<file path="src/design/psa_pkg.sv">
// Shared types and constants for the priority scheduler with aging.
// No dependencies.
`timescale 1ns / 1ps

package psa_pkg;

    localparam int PRIO_W  = 8;
    localparam int AGE_W   = 8;
    localparam int REM_W   = 16;
    localparam int WAIT_W  = 16;
    localparam int ORD_W   = 16;
    localparam int PHASE_W = 8;
    localparam int KIND_W  = 3;
    localparam int CFG_IDX_W  = 2;
    localparam int CFG_DATA_W = 8;

    localparam logic [KIND_W-1:0] K_ARRIVING = 3'd0;
    localparam logic [KIND_W-1:0] K_AGING    = 3'd1;
    localparam logic [KIND_W-1:0] K_RUNNING  = 3'd2;
    localparam logic [KIND_W-1:0] K_FINISHED = 3'd3;
    localparam logic [KIND_W-1:0] K_REJECTED = 3'd4;

    localparam logic [CFG_IDX_W-1:0] REG_PRIORITY_MODE = 2'd0;
    localparam logic [CFG_IDX_W-1:0] REG_AGING_PERIOD  = 2'd1;
    localparam logic [CFG_IDX_W-1:0] REG_AGE_LIMIT     = 2'd2;

    localparam logic [0:0] REQ_ARRIVAL = 1'b0;
    localparam logic [0:0] REQ_TICK = 1'b1;

    // per-cycle command broadcast to every queue cell
    typedef enum logic [2:0] {
        OP_HOLD,
        OP_LOAD,
        OP_SORT,
        OP_ROTATE,
        OP_SHIFT,
        OP_WAIT
    } t_op;

    typedef struct packed {
        t_op  op;
        logic odd;
    } t_cell_cmd;

endpackage

</file>
<file path="src/design/psa_cell.sv">
// One ready-queue slot of the scheduler chain.
// Depends on psa_pkg.
`timescale 1ns / 1ps

module psa_cell import psa_pkg::*; #(
    parameter  int DEPTH    = 16,
    parameter  int IDX      = 0,
    parameter  int PID_BITS = 8,
    localparam int FW       = $clog2(DEPTH + 1)
) (
    input  logic                i_clk,
    input  t_cell_cmd           i_cmd,
    input  logic [FW-1:0]       i_fill,
    input  logic [ORD_W-1:0]    i_serial,
    // entry for load / rotate
    input  logic [PID_BITS-1:0] i_ins_pid,
    input  logic [PRIO_W-1:0]   i_ins_prio,
    input  logic [AGE_W-1:0]    i_ins_age,
    input  logic [REM_W-1:0]    i_ins_rem,
    input  logic [WAIT_W-1:0]   i_ins_wait,
    input  logic [ORD_W-1:0]    i_ins_ord,
    // right neighbor
    input  logic [PID_BITS-1:0] i_r_pid,
    input  logic [PRIO_W-1:0]   i_r_prio,
    input  logic [AGE_W-1:0]    i_r_age,
    input  logic [REM_W-1:0]    i_r_rem,
    input  logic [WAIT_W-1:0]   i_r_wait,
    input  logic [ORD_W-1:0]    i_r_ord,
    // left neighbor
    input  logic [PID_BITS-1:0] i_l_pid,
    input  logic [PRIO_W-1:0]   i_l_prio,
    input  logic [AGE_W-1:0]    i_l_age,
    input  logic [REM_W-1:0]    i_l_rem,
    input  logic [WAIT_W-1:0]   i_l_wait,
    input  logic [ORD_W-1:0]    i_l_ord,
    input  logic                i_l_swap,
    output logic [PID_BITS-1:0] o_pid,
    output logic [PRIO_W-1:0]   o_prio,
    output logic [AGE_W-1:0]    o_age,
    output logic [REM_W-1:0]    o_rem,
    output logic [WAIT_W-1:0]   o_wait,
    output logic [ORD_W-1:0]    o_ord,
    output logic                o_swap
);

    localparam logic [FW-1:0] MY_POS   = FW'(IDX);
    localparam logic [FW-1:0] NEXT_POS = FW'(IDX + 1);
    localparam logic          MY_ODD   = 1'(IDX % 2);

    logic [PID_BITS-1:0] r_pid,  n_pid;
    logic [PRIO_W-1:0]   r_prio, n_prio;
    logic [AGE_W-1:0]    r_age,  n_age;
    logic [REM_W-1:0]    r_rem,  n_rem;
    logic [WAIT_W-1:0]   r_wait, n_wait;
    logic [ORD_W-1:0]    r_ord,  n_ord;

    logic [ORD_W-1:0] dist_r, dist_me;
    logic             r_ahead, pair_r, swap_r;

    // right entry belongs in front: higher priority, or same and older
    assign dist_r  = i_serial - i_r_ord;
    assign dist_me = i_serial - r_ord;
    assign r_ahead = (i_r_prio > r_prio) || ((i_r_prio == r_prio) && (dist_r > dist_me));
    assign pair_r  = (i_cmd.op == OP_SORT) && (NEXT_POS < i_fill) && (MY_ODD == i_cmd.odd);
    assign swap_r  = pair_r && r_ahead;
    assign o_swap  = swap_r;

    always_comb begin
        n_pid  = r_pid;
        n_prio = r_prio;
        n_age  = r_age;
        n_rem  = r_rem;
        n_wait = r_wait;
        n_ord  = r_ord;
        case (i_cmd.op)
            OP_LOAD: begin
                if (i_fill == MY_POS) begin
                    n_pid = i_ins_pid; n_prio = i_ins_prio; n_age = i_ins_age;
                    n_rem = i_ins_rem; n_wait = i_ins_wait; n_ord = i_ins_ord;
                end
            end
            OP_SORT: begin
                if (swap_r) begin
                    n_pid = i_r_pid; n_prio = i_r_prio; n_age = i_r_age;
                    n_rem = i_r_rem; n_wait = i_r_wait; n_ord = i_r_ord;
                end else if (i_l_swap) begin
                    n_pid = i_l_pid; n_prio = i_l_prio; n_age = i_l_age;
                    n_rem = i_l_rem; n_wait = i_l_wait; n_ord = i_l_ord;
                end
            end
            OP_ROTATE: begin
                if (NEXT_POS < i_fill) begin
                    n_pid = i_r_pid; n_prio = i_r_prio; n_age = i_r_age;
                    n_rem = i_r_rem; n_wait = i_r_wait; n_ord = i_r_ord;
                end else if (NEXT_POS == i_fill) begin
                    n_pid = i_ins_pid; n_prio = i_ins_prio; n_age = i_ins_age;
                    n_rem = i_ins_rem; n_wait = i_ins_wait; n_ord = i_ins_ord;
                end
            end
            OP_SHIFT: begin
                if (NEXT_POS < i_fill) begin
                    n_pid = i_r_pid; n_prio = i_r_prio; n_age = i_r_age;
                    n_rem = i_r_rem; n_wait = i_r_wait; n_ord = i_r_ord;
                end
            end
            OP_WAIT: begin
                if ((MY_POS < i_fill) && (r_wait != '1)) begin
                    n_wait = r_wait + 1'b1;
                end
            end
            default: begin
            end
        endcase
    end

    always_ff @(posedge i_clk) begin
        r_pid  <= n_pid;
        r_prio <= n_prio;
        r_age  <= n_age;
        r_rem  <= n_rem;
        r_wait <= n_wait;
        r_ord  <= n_ord;
    end

    assign o_pid  = r_pid;
    assign o_prio = r_prio;
    assign o_age  = r_age;
    assign o_rem  = r_rem;
    assign o_wait = r_wait;
    assign o_ord  = r_ord;

endmodule

</file>
<file path="src/design/priority_scheduler_with_aging.sv">
// Top level: non-preemptive task scheduler with FIFO or priority ready queue.
// Depends on psa_pkg and psa_cell.
`timescale 1ns / 1ps
//
//  channel   direction  handshake                 payload
//  input     in         i_in_valid / o_in_stall   i_req_type i_pid i_priority_req i_burst_time
//  output    out        o_out_valid / i_out_stall o_event_time o_event_pid o_event_kind
//                                                 o_waited o_started o_last
//  config    in         i_cfg_we                  i_cfg_index i_cfg_data
//
//  One item at a time; o_in_stall is high from acceptance until the item's
//  queue update is complete and its last result is in the output register.
//  Arrival: a load, plus QUEUE_DEPTH sort passes in priority mode.
//  Tick: when an aging pass runs, each queued task is rotated through the
//  cell chain, then QUEUE_DEPTH odd-even transposition sort passes follow;
//  then the dispatch or run step, and a finish step when a task completes. Output stalls add cycles.
//  Reset (i_rst_n low, synchronous) empties the queue and clears time.

module priority_scheduler_with_aging import psa_pkg::*; #(
    parameter int QUEUE_DEPTH = 16,
    parameter int TIME_BITS   = 16,
    parameter int PID_BITS    = 8
) (
    input  logic                  i_clk,
    input  logic                  i_rst_n,
    input  logic                  i_in_valid,
    output logic                  o_in_stall,
    input  logic                  i_req_type,
    input  logic [PID_BITS-1:0]   i_pid,
    input  logic [PRIO_W-1:0]     i_priority_req,
    input  logic [REM_W-1:0]      i_burst_time,
    output logic                  o_out_valid,
    input  logic                  i_out_stall,
    output logic [TIME_BITS-1:0]  o_event_time,
    output logic [PID_BITS-1:0]   o_event_pid,
    output logic [KIND_W-1:0]     o_event_kind,
    output logic [WAIT_W-1:0]     o_waited,
    output logic [TIME_BITS-1:0]  o_started,
    output logic                  o_last,
    input  logic                  i_cfg_we,
    input  logic [CFG_IDX_W-1:0]  i_cfg_index,
    input  logic [CFG_DATA_W-1:0] i_cfg_data
);

    localparam int FW = $clog2(QUEUE_DEPTH + 1);
    localparam logic [FW-1:0] FULL     = FW'(QUEUE_DEPTH);
    localparam logic [FW-1:0] LAST_PASS = FW'(QUEUE_DEPTH - 1);

    typedef enum logic [5:0] {
        S_IDLE   = 6'b000001,
        S_ARRIVE = 6'b000010,
        S_AGE    = 6'b000100,
        S_SORT   = 6'b001000,
        S_EXEC   = 6'b010000,
        S_FIN    = 6'b100000
    } t_state;

    t_state r_state, n_state;

    // configuration
    logic                r_mode;
    logic [PHASE_W-1:0]  r_period, r_limit;

    // latched request
    logic [PID_BITS-1:0] r_req_pid, n_req_pid;
    logic [PRIO_W-1:0]   r_req_prio, n_req_prio;
    logic [REM_W-1:0]    r_req_burst, n_req_burst;

    // scheduler state
    logic [FW-1:0]        r_fill, n_fill;
    logic [FW-1:0]        r_cnt, n_cnt;
    logic                 r_sort_tick, n_sort_tick;
    logic [ORD_W-1:0]     r_serial, n_serial;
    logic                 r_busy, n_busy;
    logic [PID_BITS-1:0]  r_run_pid, n_run_pid;
    logic [REM_W-1:0]     r_run_rem, n_run_rem;
    logic [WAIT_W-1:0]    r_run_wait, n_run_wait;
    logic [TIME_BITS-1:0] r_run_start, n_run_start;
    logic [TIME_BITS-1:0] r_time, n_time;
    logic [PHASE_W-1:0]   r_phase, n_phase;

    // output register
    logic                 r_out_valid;
    logic [PID_BITS-1:0]  r_out_pid;
    logic [KIND_W-1:0]    r_out_kind;
    logic [WAIT_W-1:0]    r_out_waited;
    logic [TIME_BITS-1:0] r_out_time, r_out_started;
    logic                 r_out_last;

    logic                 can_emit, emit, e_last;
    logic [PID_BITS-1:0]  e_pid;
    logic [KIND_W-1:0]    e_kind;
    logic [WAIT_W-1:0]    e_waited;
    logic [TIME_BITS-1:0] e_started;

    t_cell_cmd cmd;

    // cell chain
    logic [PID_BITS-1:0] c_pid  [QUEUE_DEPTH];
    logic [PRIO_W-1:0]   c_prio [QUEUE_DEPTH];
    logic [AGE_W-1:0]    c_age  [QUEUE_DEPTH];
    logic [REM_W-1:0]    c_rem  [QUEUE_DEPTH];
    logic [WAIT_W-1:0]   c_wait [QUEUE_DEPTH];
    logic [ORD_W-1:0]    c_ord  [QUEUE_DEPTH];
    logic                c_swap [QUEUE_DEPTH];

    // entry fed to the chain: new task on arrival, aged head on rotation
    logic [PID_BITS-1:0] ins_pid;
    logic [PRIO_W-1:0]   ins_prio;
    logic [AGE_W-1:0]    ins_age;
    logic [REM_W-1:0]    ins_rem;
    logic [WAIT_W-1:0]   ins_wait;
    logic [ORD_W-1:0]    ins_ord;
    logic [AGE_W-1:0]    age_inc;
    logic                age_hit, due;
    logic [PHASE_W-1:0]  period_eff;

    assign age_inc = c_age[0] + 1'b1;
    assign age_hit = (age_inc >= r_limit);

    always_comb begin
        if (r_state == S_AGE) begin
            ins_pid  = c_pid[0];
            ins_prio = (age_hit && (c_prio[0] != '1)) ? c_prio[0] + 1'b1 : c_prio[0];
            ins_age  = age_hit ? '0 : age_inc;
            ins_rem  = c_rem[0];
            ins_wait = c_wait[0];
            ins_ord  = c_ord[0];
        end else begin
            ins_pid  = r_req_pid;
            ins_prio = r_req_prio;
            ins_age  = '0;
            ins_rem  = r_req_burst;
            ins_wait = '0;
            ins_ord  = r_serial;
        end
    end

    genvar gi;
    generate
        for (gi = 0; gi < QUEUE_DEPTH; gi++) begin : g_cell
            localparam int RI = (gi + 1 < QUEUE_DEPTH) ? gi + 1 : gi;
            localparam int LI = (gi > 0) ? gi - 1 : gi;
            psa_cell #(
                .DEPTH    (QUEUE_DEPTH),
                .IDX      (gi),
                .PID_BITS (PID_BITS)
            ) u_cell (
                .i_clk      (i_clk),
                .i_cmd      (cmd),
                .i_fill     (r_fill),
                .i_serial   (r_serial),
                .i_ins_pid  (ins_pid),
                .i_ins_prio (ins_prio),
                .i_ins_age  (ins_age),
                .i_ins_rem  (ins_rem),
                .i_ins_wait (ins_wait),
                .i_ins_ord  (ins_ord),
                .i_r_pid    (c_pid[RI]),
                .i_r_prio   (c_prio[RI]),
                .i_r_age    (c_age[RI]),
                .i_r_rem    (c_rem[RI]),
                .i_r_wait   (c_wait[RI]),
                .i_r_ord    (c_ord[RI]),
                .i_l_pid    (c_pid[LI]),
                .i_l_prio   (c_prio[LI]),
                .i_l_age    (c_age[LI]),
                .i_l_rem    (c_rem[LI]),
                .i_l_wait   (c_wait[LI]),
                .i_l_ord    (c_ord[LI]),
                .i_l_swap   ((gi > 0) ? c_swap[LI] : 1'b0),
                .o_pid      (c_pid[gi]),
                .o_prio     (c_prio[gi]),
                .o_age      (c_age[gi]),
                .o_rem      (c_rem[gi]),
                .o_wait     (c_wait[gi]),
                .o_ord      (c_ord[gi]),
                .o_swap     (c_swap[gi])
            );
        end
    endgenerate

    assign can_emit   = !r_out_valid || !i_out_stall;
    assign period_eff = (r_period == '0) ? PHASE_W'(1) : r_period;
    assign due        = (r_phase >= period_eff);

    always_comb begin
        n_state     = r_state;
        n_req_pid   = r_req_pid;
        n_req_prio  = r_req_prio;
        n_req_burst = r_req_burst;
        n_fill      = r_fill;
        n_cnt       = r_cnt;
        n_sort_tick = r_sort_tick;
        n_serial    = r_serial;
        n_busy      = r_busy;
        n_run_pid   = r_run_pid;
        n_run_rem   = r_run_rem;
        n_run_wait  = r_run_wait;
        n_run_start = r_run_start;
        n_time      = r_time;
        n_phase     = r_phase;
        cmd.op      = OP_HOLD;
        cmd.odd     = r_cnt[0];
        emit        = 1'b0;
        e_pid       = r_req_pid;
        e_kind      = K_ARRIVING;
        e_waited    = '0;
        e_started   = '0;
        e_last      = 1'b0;

        case (r_state)
            S_IDLE: begin
                if (i_in_valid) begin
                    n_req_pid   = i_pid;
                    n_req_prio  = i_priority_req;
                    n_req_burst = i_burst_time;
                    if (i_req_type == REQ_ARRIVAL) begin
                        n_state = S_ARRIVE;
                    end else begin
                        // aging counter clears on a due pass, then counts this tick
                        if (due) begin
                            n_phase = PHASE_W'(1);
                        end else if (r_phase != '1) begin
                            n_phase = r_phase + 1'b1;
                        end
                        n_cnt = '0;
                        if (due && r_mode && (r_fill != '0)) begin
                            n_state = S_AGE;
                        end else begin
                            n_state = S_EXEC;
                        end
                    end
                end
            end
            S_ARRIVE: begin
                if (can_emit) begin
                    emit   = 1'b1;
                    e_last = 1'b1;
                    if (r_fill == FULL) begin
                        e_kind  = K_REJECTED;
                        n_state = S_IDLE;
                    end else begin
                        cmd.op      = OP_LOAD;
                        n_serial    = r_serial + 1'b1;
                        n_fill      = r_fill + 1'b1;
                        n_cnt       = '0;
                        n_sort_tick = 1'b0;
                        n_state     = r_mode ? S_SORT : S_IDLE;
                    end
                end
            end
            S_AGE: begin
                // head reports and is re-inserted at the tail, aged
                if (can_emit) begin
                    emit   = 1'b1;
                    e_pid  = c_pid[0];
                    e_kind = K_AGING;
                    cmd.op = OP_ROTATE;
                    n_cnt  = r_cnt + 1'b1;
                    if (r_cnt == r_fill - 1'b1) begin
                        n_cnt       = '0;
                        n_sort_tick = 1'b1;
                        n_state     = S_SORT;
                    end
                end
            end
            S_SORT: begin
                cmd.op = OP_SORT;
                n_cnt  = r_cnt + 1'b1;
                if (r_cnt == LAST_PASS) begin
                    n_state = r_sort_tick ? S_EXEC : S_IDLE;
                end
            end
            S_EXEC: begin
                if (r_busy) begin
                    if (can_emit) begin
                        emit      = 1'b1;
                        e_pid     = r_run_pid;
                        e_kind    = K_RUNNING;
                        e_last    = (r_run_rem != REM_W'(1));
                        cmd.op    = OP_WAIT;
                        n_run_rem = r_run_rem - 1'b1;
                        if (r_run_rem == REM_W'(1)) begin
                            n_state = S_FIN;
                        end else begin
                            n_time  = r_time + 1'b1;
                            n_state = S_IDLE;
                        end
                    end
                end else if (r_fill != '0) begin
                    if (can_emit) begin
                        emit        = 1'b1;
                        e_pid       = c_pid[0];
                        e_kind      = K_RUNNING;
                        e_last      = (c_rem[0] != '0);
                        cmd.op      = OP_SHIFT;
                        n_fill      = r_fill - 1'b1;
                        n_busy      = 1'b1;
                        n_run_pid   = c_pid[0];
                        n_run_rem   = c_rem[0];
                        n_run_wait  = c_wait[0];
                        n_run_start = r_time;
                        if (c_rem[0] == '0) begin
                            n_state = S_FIN;
                        end else begin
                            n_time  = r_time + 1'b1;
                            n_state = S_IDLE;
                        end
                    end
                end else begin
                    // idle tick, nothing to report
                    n_time  = r_time + 1'b1;
                    n_state = S_IDLE;
                end
            end
            S_FIN: begin
                if (can_emit) begin
                    emit      = 1'b1;
                    e_pid     = r_run_pid;
                    e_kind    = K_FINISHED;
                    e_waited  = r_run_wait;
                    e_started = r_run_start;
                    e_last    = 1'b1;
                    n_busy    = 1'b0;
                    n_time    = r_time + 1'b1;
                    n_state   = S_IDLE;
                end
            end
            default: begin
                n_state = S_IDLE;
            end
        endcase
    end

    always_ff @(posedge i_clk) begin
        if (!i_rst_n) begin
            r_state     <= S_IDLE;
            r_mode      <= 1'b0;
            r_period    <= PHASE_W'(8);
            r_limit     <= PHASE_W'(8);
            r_fill      <= '0;
            r_cnt       <= '0;
            r_sort_tick <= 1'b0;
            r_serial    <= '0;
            r_busy      <= 1'b0;
            r_run_pid   <= '0;
            r_run_rem   <= '0;
            r_run_wait  <= '0;
            r_run_start <= '0;
            r_time      <= '0;
            r_phase     <= '0;
            r_out_valid <= 1'b0;
        end else begin
            r_state     <= n_state;
            r_fill      <= n_fill;
            r_cnt       <= n_cnt;
            r_sort_tick <= n_sort_tick;
            r_serial    <= n_serial;
            r_busy      <= n_busy;
            r_run_pid   <= n_run_pid;
            r_run_rem   <= n_run_rem;
            r_run_wait  <= n_run_wait;
            r_run_start <= n_run_start;
            r_time      <= n_time;
            r_phase     <= n_phase;
            if (i_cfg_we) begin
                case (i_cfg_index)
                    REG_PRIORITY_MODE: r_mode   <= i_cfg_data[0];
                    REG_AGING_PERIOD:  r_period <= i_cfg_data;
                    REG_AGE_LIMIT:     r_limit  <= i_cfg_data;
                    default: begin
                    end
                endcase
            end
            if (emit) begin
                r_out_valid <= 1'b1;
            end else if (!i_out_stall) begin
                r_out_valid <= 1'b0;
            end
        end
    end

    // request latch and output payload: no reset needed
    always_ff @(posedge i_clk) begin
        r_req_pid   <= n_req_pid;
        r_req_prio  <= n_req_prio;
        r_req_burst <= n_req_burst;
        if (emit) begin
            r_out_time    <= r_time;
            r_out_pid     <= e_pid;
            r_out_kind    <= e_kind;
            r_out_waited  <= e_waited;
            r_out_started <= e_started;
            r_out_last    <= e_last;
        end
    end

    assign o_in_stall   = (r_state != S_IDLE);
    assign o_out_valid  = r_out_valid;
    assign o_event_time = r_out_time;
    assign o_event_pid  = r_out_pid;
    assign o_event_kind = r_out_kind;
    assign o_waited     = r_out_waited;
    assign o_started    = r_out_started;
    assign o_last       = r_out_last;

endmodule

</file>
<file path="config.mk">
export PLATFORM = sky130hd
export DESIGN_NAME = priority_scheduler_with_aging
export DESIGN_NICKNAME = d
export VERILOG_FILES = /design/src/design/psa_pkg.sv /design/src/design/psa_cell.sv /design/src/design/priority_scheduler_with_aging.sv
export SDC_FILE = /design/constraint.sdc
export NUM_CORES = 2
export LEC_CHECK = 0
export BUFFER_PORTS_ARGS = -buffer_cell sky130_fd_sc_hd__buf_2
export CAP_MARGIN = 30
export CORE_ASPECT_RATIO = 0.5
export CORE_MARGIN = 2
export CORE_UTILIZATION = 25
export DETAILED_ROUTE_END_ITERATION = 8
export GPL_TIMING_DRIVEN = 0
export PLACE_DENSITY = 0.4
export SLEW_MARGIN = 20
export SYNTH_ARGS = -nofsm -noshare
export SYNTH_HDL_FRONTEND = slang
export SYNTH_SLANG_ARGS = --single-unit
export TNS_END_PERCENT = 1
</file>
<file path="constraint.sdc">
create_clock -name i_clk -period 10.5 [get_ports i_clk]
set_input_delay 2.1 -clock i_clk [delete_from_list [all_inputs] [get_ports i_clk]]
set_output_delay 2.1 -clock i_clk [all_outputs]
set_load 0.01 [all_outputs]
</file>
* Yosys cells after proc, flatten, opt, wreduce, memory -nomap -nowiden *
Index checks and enable logic that the tools add are counted.

storage, ports and cells
  bits in registers = 1376
  input bits = 48
  output and inout bits = 62
  word-level logic and storage cells = 1331

cells by class
  $add $sub $neg = 41
  magnitude comparators = 51
  eq/ne operators = 180
  muxes and demuxes = 769
  bitwise operators = 3
  reduce and logical (&&, ||, !) cells = 166

operator list
  kind                                                                         number
  16-bit two-way mux                                                           312
  8-bit two-way mux                                                            294
  16-bit case mux with 4 select lines                                          31
  8-bit case mux with 4 select lines                                           45
  16-bit case mux with 5 select lines                                          15
  16-bit by 1-bit adder with 16-bit output, second input constant              18
  16-bit greater-than comparator                                               16
  16-bit inequality test, second input constant                                16
  16-bit subtractor                                                            16
  8-bit greater-than comparator                                                16
  8-bit equality test                                                          15
  6-bit AND reduction                                                          19
  2-bit by 1-bit inequality test with 1-bit output, second input constant      52
  16-bit case mux with 3 select lines                                          2
  8-bit case mux with 3 select lines                                           4
  3-bit by 1-bit inequality test with 1-bit output, second input constant      29
  1-bit logical AND                                                            82
  5-bit AND reduction                                                          16
  6-bit two-way mux                                                            12
  5-bit two-way mux                                                            14
  5-bit by 4-bit equality test with 1-bit output, second input constant        9
  4-bit by 5-bit equality test with 1-bit output, first input constant         8
  4-bit by 5-bit less-than comparator with 1-bit output, first input constant  8
  6-bit case mux with 6 select lines                                           1
  64 further kinds                                                             160

* Logic depth before layout (Yosys ltp) *
  word-level depth = 13
  depth in mapped cells = 26
  mapped depth without buffers = 24

* By module *
A second synthesis with hierarchy kept.

unflattened totals
  cells, all modules = 14748
  area total of the unflattened synthesis = 126324.9 µm²

modules (own cells, without submodules)
  module                         times used  cells each  area an instance (µm²)  sequential area each (µm²)
  priority_scheduler_with_aging  1           1243        11046.8                 5405.2
  psa_cell (g_cell[1].u_cell)    1           991         8082.8                  2162.1
  psa_cell (g_cell[0].u_cell)    1           881         7729.9                  2162.1
  psa_cell (g_cell[12].u_cell)   1           944         7632.3                  2162.1
  psa_cell (g_cell[2].u_cell)    1           938         7631.1                  2162.1
  psa_cell (g_cell[7].u_cell)    1           918         7588.5                  2162.1
  psa_cell (g_cell[9].u_cell)    1           900         7487.2                  2162.1
  psa_cell (g_cell[13].u_cell)   1           934         7452.1                  2162.1
  psa_cell (g_cell[8].u_cell)    1           924         7405.9                  2162.1
  psa_cell (g_cell[15].u_cell)   1           875         7378.3                  2162.1
  psa_cell (g_cell[3].u_cell)    1           877         7325.8                  2162.1
  psa_cell (g_cell[10].u_cell)   1           749         6866.6                  2162.1
  psa_cell (g_cell[5].u_cell)    1           817         6776.5                  2162.1
  psa_cell (g_cell[14].u_cell)   1           700         6531.3                  2162.1
  3 more rows                    --          --          --                      --

* Worst setup path after synthesis *
Ideal clock, no wire load.

  path kind = register to register
  start point = register r_serial[1]
  end point = register g_cell[9].u_cell.r_age[0], enable pin
  library setup time = 553 ps
  arrival time = 9359 ps
  data required time = 9947 ps
  slack = 588 ps
  cell stages (with the launch flop) = 21
  buffers on the path = 1
  clock period less this slack = 9912 ps
  path through = dfxtp_1 ha_1 nor2b_1 o2111a_1 or4_4 a31o_2 a21oi_1 o21ai_0 a211oi_1 o21bai_1 a21oi_1 xor2_1 ha_1 nand4_1 inv_1 and2_1 nand2_1 or4b_1 a41o_1 clkbuf_1 a211oi_1

between the ends
  word-level cells in the longest chain between the ends = 7
  elaborated cells between the ends (all ways) = 13
  those cells by class = add/sub: 3; order compare: 2; eq/ne: 1; reduce/logical: 7

ends and longest elaborated chain
  element                                                                line                                  RTL
  from (decl)                                                            priority_scheduler_with_aging.sv:73   logic [ORD_W-1:0] r_serial, n_serial;
  from (signal assigned)                                                 priority_scheduler_with_aging.sv:359  r_serial <= n_serial;
  16-bit subtractor, on equally long branches                            psa_cell.sv:61, psa_cell.sv:62
  16-bit greater-than comparator                                         psa_cell.sv:63                        assign r_ahead = (i_r_prio > r_prio) || ((i_r_prio == r_prio) && (dist_r > dist_me));
  1-bit logical AND                                                      psa_cell.sv:63
  1-bit logical OR                                                       psa_cell.sv:63
  1-bit logical AND                                                      psa_cell.sv:65                        assign swap_r = pair_r && r_ahead;
  3-bit by 1-bit inequality test with 1-bit output (no source line) (*)  --
  5-bit AND reduction (no source line) (*)                               --
  to (signal assigned)                                                   psa_cell.sv:119                       r_age <= n_age;
  to (decl)                                                              psa_cell.sv:52                        logic [AGE_W-1:0] r_age, n_age;

Mark *: on every way between the ends. The rest lies on a longest branch, timed or not.
A chain may end at the register's enable or synchronous reset.

* Worst setup path after layout *
  start point = register r_serial[0]
  end point = register g_cell[14].u_cell.r_rem[6], enable pin

between the ends
  word-level cells in the longest chain between the ends = 7
  elaborated cells between the ends (all ways) = 13
  those cells by class = add/sub: 3; order compare: 2; eq/ne: 1; reduce/logical: 7

ends and longest elaborated chain
  element                                                                line                            RTL
  16-bit subtractor, on equally long branches                            psa_cell.sv:61, psa_cell.sv:62
  16-bit greater-than comparator                                         psa_cell.sv:63
  1-bit logical AND                                                      psa_cell.sv:63
  1-bit logical OR                                                       psa_cell.sv:63
  1-bit logical AND                                                      psa_cell.sv:65
  3-bit by 1-bit inequality test with 1-bit output (no source line) (*)  --
  5-bit AND reduction (no source line) (*)                               --
  to (signal assigned)                                                   psa_cell.sv:120                 r_rem <= n_rem;
  to (decl)                                                              psa_cell.sv:53                  logic [REM_W-1:0] r_rem, n_rem;

Marks and branches as above.

==> results.sh <==
export IMPL_hp_class="register to register"
export IMPL_synthTopCellsByCount="edfxtp_1 (1,244), nor2_1 (968), inv_1 (666), a221o_1 (661), ha_1 (630)"
export IMPL_numCtsBuffers=166
export IMPL_slowest_delay_ns=0.84
export IMPL_cp_start_kind="register"
export IMPL_synth_seq_area_share=0.444
export IMPL_grt_pass1_wl_mm=631
export IMPL_drt_wl_total_mm=462
export IMPL_skew_ns=0.0951
export IMPL_rsz0062_at_grt="no"
export IMPL_grt_max_degree=43
export IMPL_syn_area_mm2=0.0901
export IMPL_first_pass_iters=8
export IMPL_initial_utilization=0.252
export IMPL_max_cap_viol_count=0
export IMPL_synth_top_cell_area_share=0.415
export IMPL_yosysMostFrequentCell="edfxtp_1"
export IMPL_drt_wirelength_per_cell_um=31.7
export IMPL_cts_resized=0
export IMPL_synth_seq_cells=1376
export IMPL_synth_edff_count=1244
export IMPL_ys_warn_count=0
export IMPL_cts_hold_buf=0
export IMPL_layout_nets=10400
export IMPL_fin_crit_ns=9.11
export IMPL_synth_distinct_cells=88
export IMPL_dpl_hpwl_mm=374
export IMPL_drive_above_1_share=0.0852
export IMPL_netlist_top_cells_area="edfxtp_1 (41%), ha_1 (8.7%), a221o_1 (7.3%), nor2_1 (4.0%), o21ai_0 (3.2%)"
export IMPL_finalSetupViolCount=0
export IMPL_gp_congestion=0.978
export IMPL_die_w_um=853
export IMPL_grt_total_usage=0.241
export IMPL_dpl_cell_area_mm2=0.100
export IMPL_synth_top_area_cell="edfxtp_1"
export IMPL_via_count=82400
export IMPL_portBuffers=109
export IMPL_clockRootBuffer="clkbuf_16"
export IMPL_clockBufferDepth=4
export IMPL_route_detailed_drc=0
export IMPL_grt_overflow_total=0
export IMPL_outcome="finished, final reports clean"
export IMPL_fp_dieArea_mm2=0.365
export IMPL_num_rows=155
export IMPL_initialDrtViolationCount=11300
export IMPL_endpoint_kind="register"
export IMPL_max_freq_ghz=0.110
export IMPL_p_per_area_mw_per_mm2=137
export IMPL_htree_levels=4
export IMPL_insertion_delay_ns=0.91
export IMPL_avgSynthCellArea_um2=9.84
export IMPL_syn_nets=9846
export IMPL_cpMostUsedCell="a21o_1"
export IMPL_cts_setup_buffers=0
export IMPL_ir_drop_uv=134
export IMPL_fin_crit_sh=0.868
export IMPL_grt_pass1_vias=76000
export IMPL_setup_tns_ns=0
export IMPL_path_max_fanout=16
export IMPL_final_hold_viol_count=0
export IMPL_worst_slew_pin_transition_ns=1.18
export IMPL_via_per_inst=5.65
export IMPL_leakage_nw=40.6
export IMPL_design_area_mm2=0.106
export IMPL_clkSlewWorstSetupHoldPaths_ns=0.07
export IMPL_crit_arrival_ns=9.70
export IMPL_required_ns=11.09
export IMPL_die_h_um=428
export IMPL_synth_async_reset_ratio=0
export IMPL_cts_sinks=1376
export IMPL_yosys_most_used_dff="edfxtp_1"
export IMPL_power_mw=14.5
export IMPL_num_io_pins=110
export IMPL_slew_violations=0
export IMPL_synthToLayoutAreaGrowth_pct=17.3
export IMPL_crit_type="register to register"
export IMPL_cts_tree="yes"
export IMPL_syn_instance_count=9152
export IMPL_core_area_mm2=0.358
export IMPL_antenna_found_initial=53
export IMPL_cpMaxStageDelayCell="o21ai_0"
export IMPL_maxSlewHeadroom=0.213
export IMPL_ant_nets=0
-- cell families (layout without fill, tap and decap cells) --
family                     after synthesis  in the layout  share of synthesized area
muxes                                   81             81                    0.00903
xor gates and xnor gates               505            505                     0.0491
other                                    0             18                          0
adders and majority gates              650            650                     0.0915
buffers and inverters                 1257           1886                     0.0532
and+or+nand+nor                       2496           2496                      0.128
AOI/OAI and AO/OA                     2787           2787                      0.225
DFF                                   1376           1376                      0.444
-- layout make-up --
type                            instances  area (µm²)
Antenna cell                           18        45.0
Buffer                                591        2390
Clock buffer                          223        4590
Clock inverter                         68         711
Fill cell                           37700      252000
Inverter                              666        2500
Multi-Input combinational cell       6519       45800
Sequential cell                      1376       40000
Tap cell                             4788        5990
Timing Repair Buffer                  338        3620
-- path summary, 6_finish.rpt --
check,cells past startpoint,slack (ns),end,startpoint
worst max register to register,28,1.39,g_cell[14].u_cell.o_rem[6]$_DFFE_PP_,r_serial[0]$_SDFFE_PN0P_
worst min register to register,2,0.45,r_run_start[8]$_SDFFE_PN0P_,r_run_start[8]$_SDFFE_PN0P_
worst min-delay path,2,0.45,r_run_start[8]$_SDFFE_PN0P_,r_run_start[8]$_SDFFE_PN0P_
worst max-delay path,28,1.39,g_cell[14].u_cell.o_rem[6]$_DFFE_PP_,r_serial[0]$_SDFFE_PN0P_
-- state kept, by name (all words and copies together), names as in the netlist, 128 cells and up --
signal,cells
g_cell.u_cell.o_ord,256
g_cell.u_cell.o_pid,128
g_cell.u_cell.o_prio,128
g_cell.u_cell.o_rem,256
g_cell.u_cell.o_age,128
g_cell.u_cell.o_wait,256
-- metrics by stage --
stage / util / hold WS [ns] / setup slack [ns] / instances
final: 0.295 / 0.449 / 1.39 / 14600
after global routing: 0.295 / 0.472 / 1.24 / 14600
after CTS: 0.295 / 0.453 / 1.60 / 14600
after detailed placement: 0.280 / 0.444 / 1.62 / 14300
after global placement: 0.270 / 0.441 / -9.28 / 14000
after floorplan: - / 0.432 / 0.588 / 9152
-- where the power goes --
part	internal [mW]	switching (mW)	leakage, nW
clock network	3.41	2.64	2.59
logic	0.664	1.13	25.9
registers	6.33	0.323	12.1
-- per-layer routing --
metal | track usage | vias to the layer above | wire, µm
met5 | 0 | - | 81
met4 | 0.0610 | 12 | 12800
met2 | 0.341 | 3955 | 186000
li1 | - | 35800 | -
met1 | 0.367 | 42100 | 219000
met3 | 0.0524 | 540 | 43600
-- cells in the final DEF, fill, tap and decap left out, types with 118 or more instances in the layout --
| cell | count |
|---|---|
| edfxtp_1 | 1244 |
| nor2_1 | 961 |
| inv_1 | 665 |
| a221o_1 | 661 |
| ha_1 | 630 |
| o21ai_0 | 572 |
| nand2_1 | 562 |
| clkbuf_1 | 498 |
| a21oi_1 | 435 |
| a22oi_1 | 271 |
| xnor2_1 | 263 |
| xor2_1 | 242 |
| nand3_1 | 208 |
| clkbuf_16 | 173 |
| buf_2 | 160 |
| a21o_1 | 152 |
| o221ai_1 | 146 |
| and3_1 | 141 |
| nand4_1 | 126 |
| dfxtp_1 | 118 |
-- worst max-delay path: cells and delay by family, from the launching register on --
family	cells	cell delay, ns
flip-flops	1	0.48
AO/OA/AOI/OAI	11	3.70
AND/OR/NAND/NOR	5	1.20
adder cells (fa/ha/maj)	3	1.00
XOR/XNOR	1	0.11
buffers and inverters	8	2.19
(Power assumes the default switching activity.)
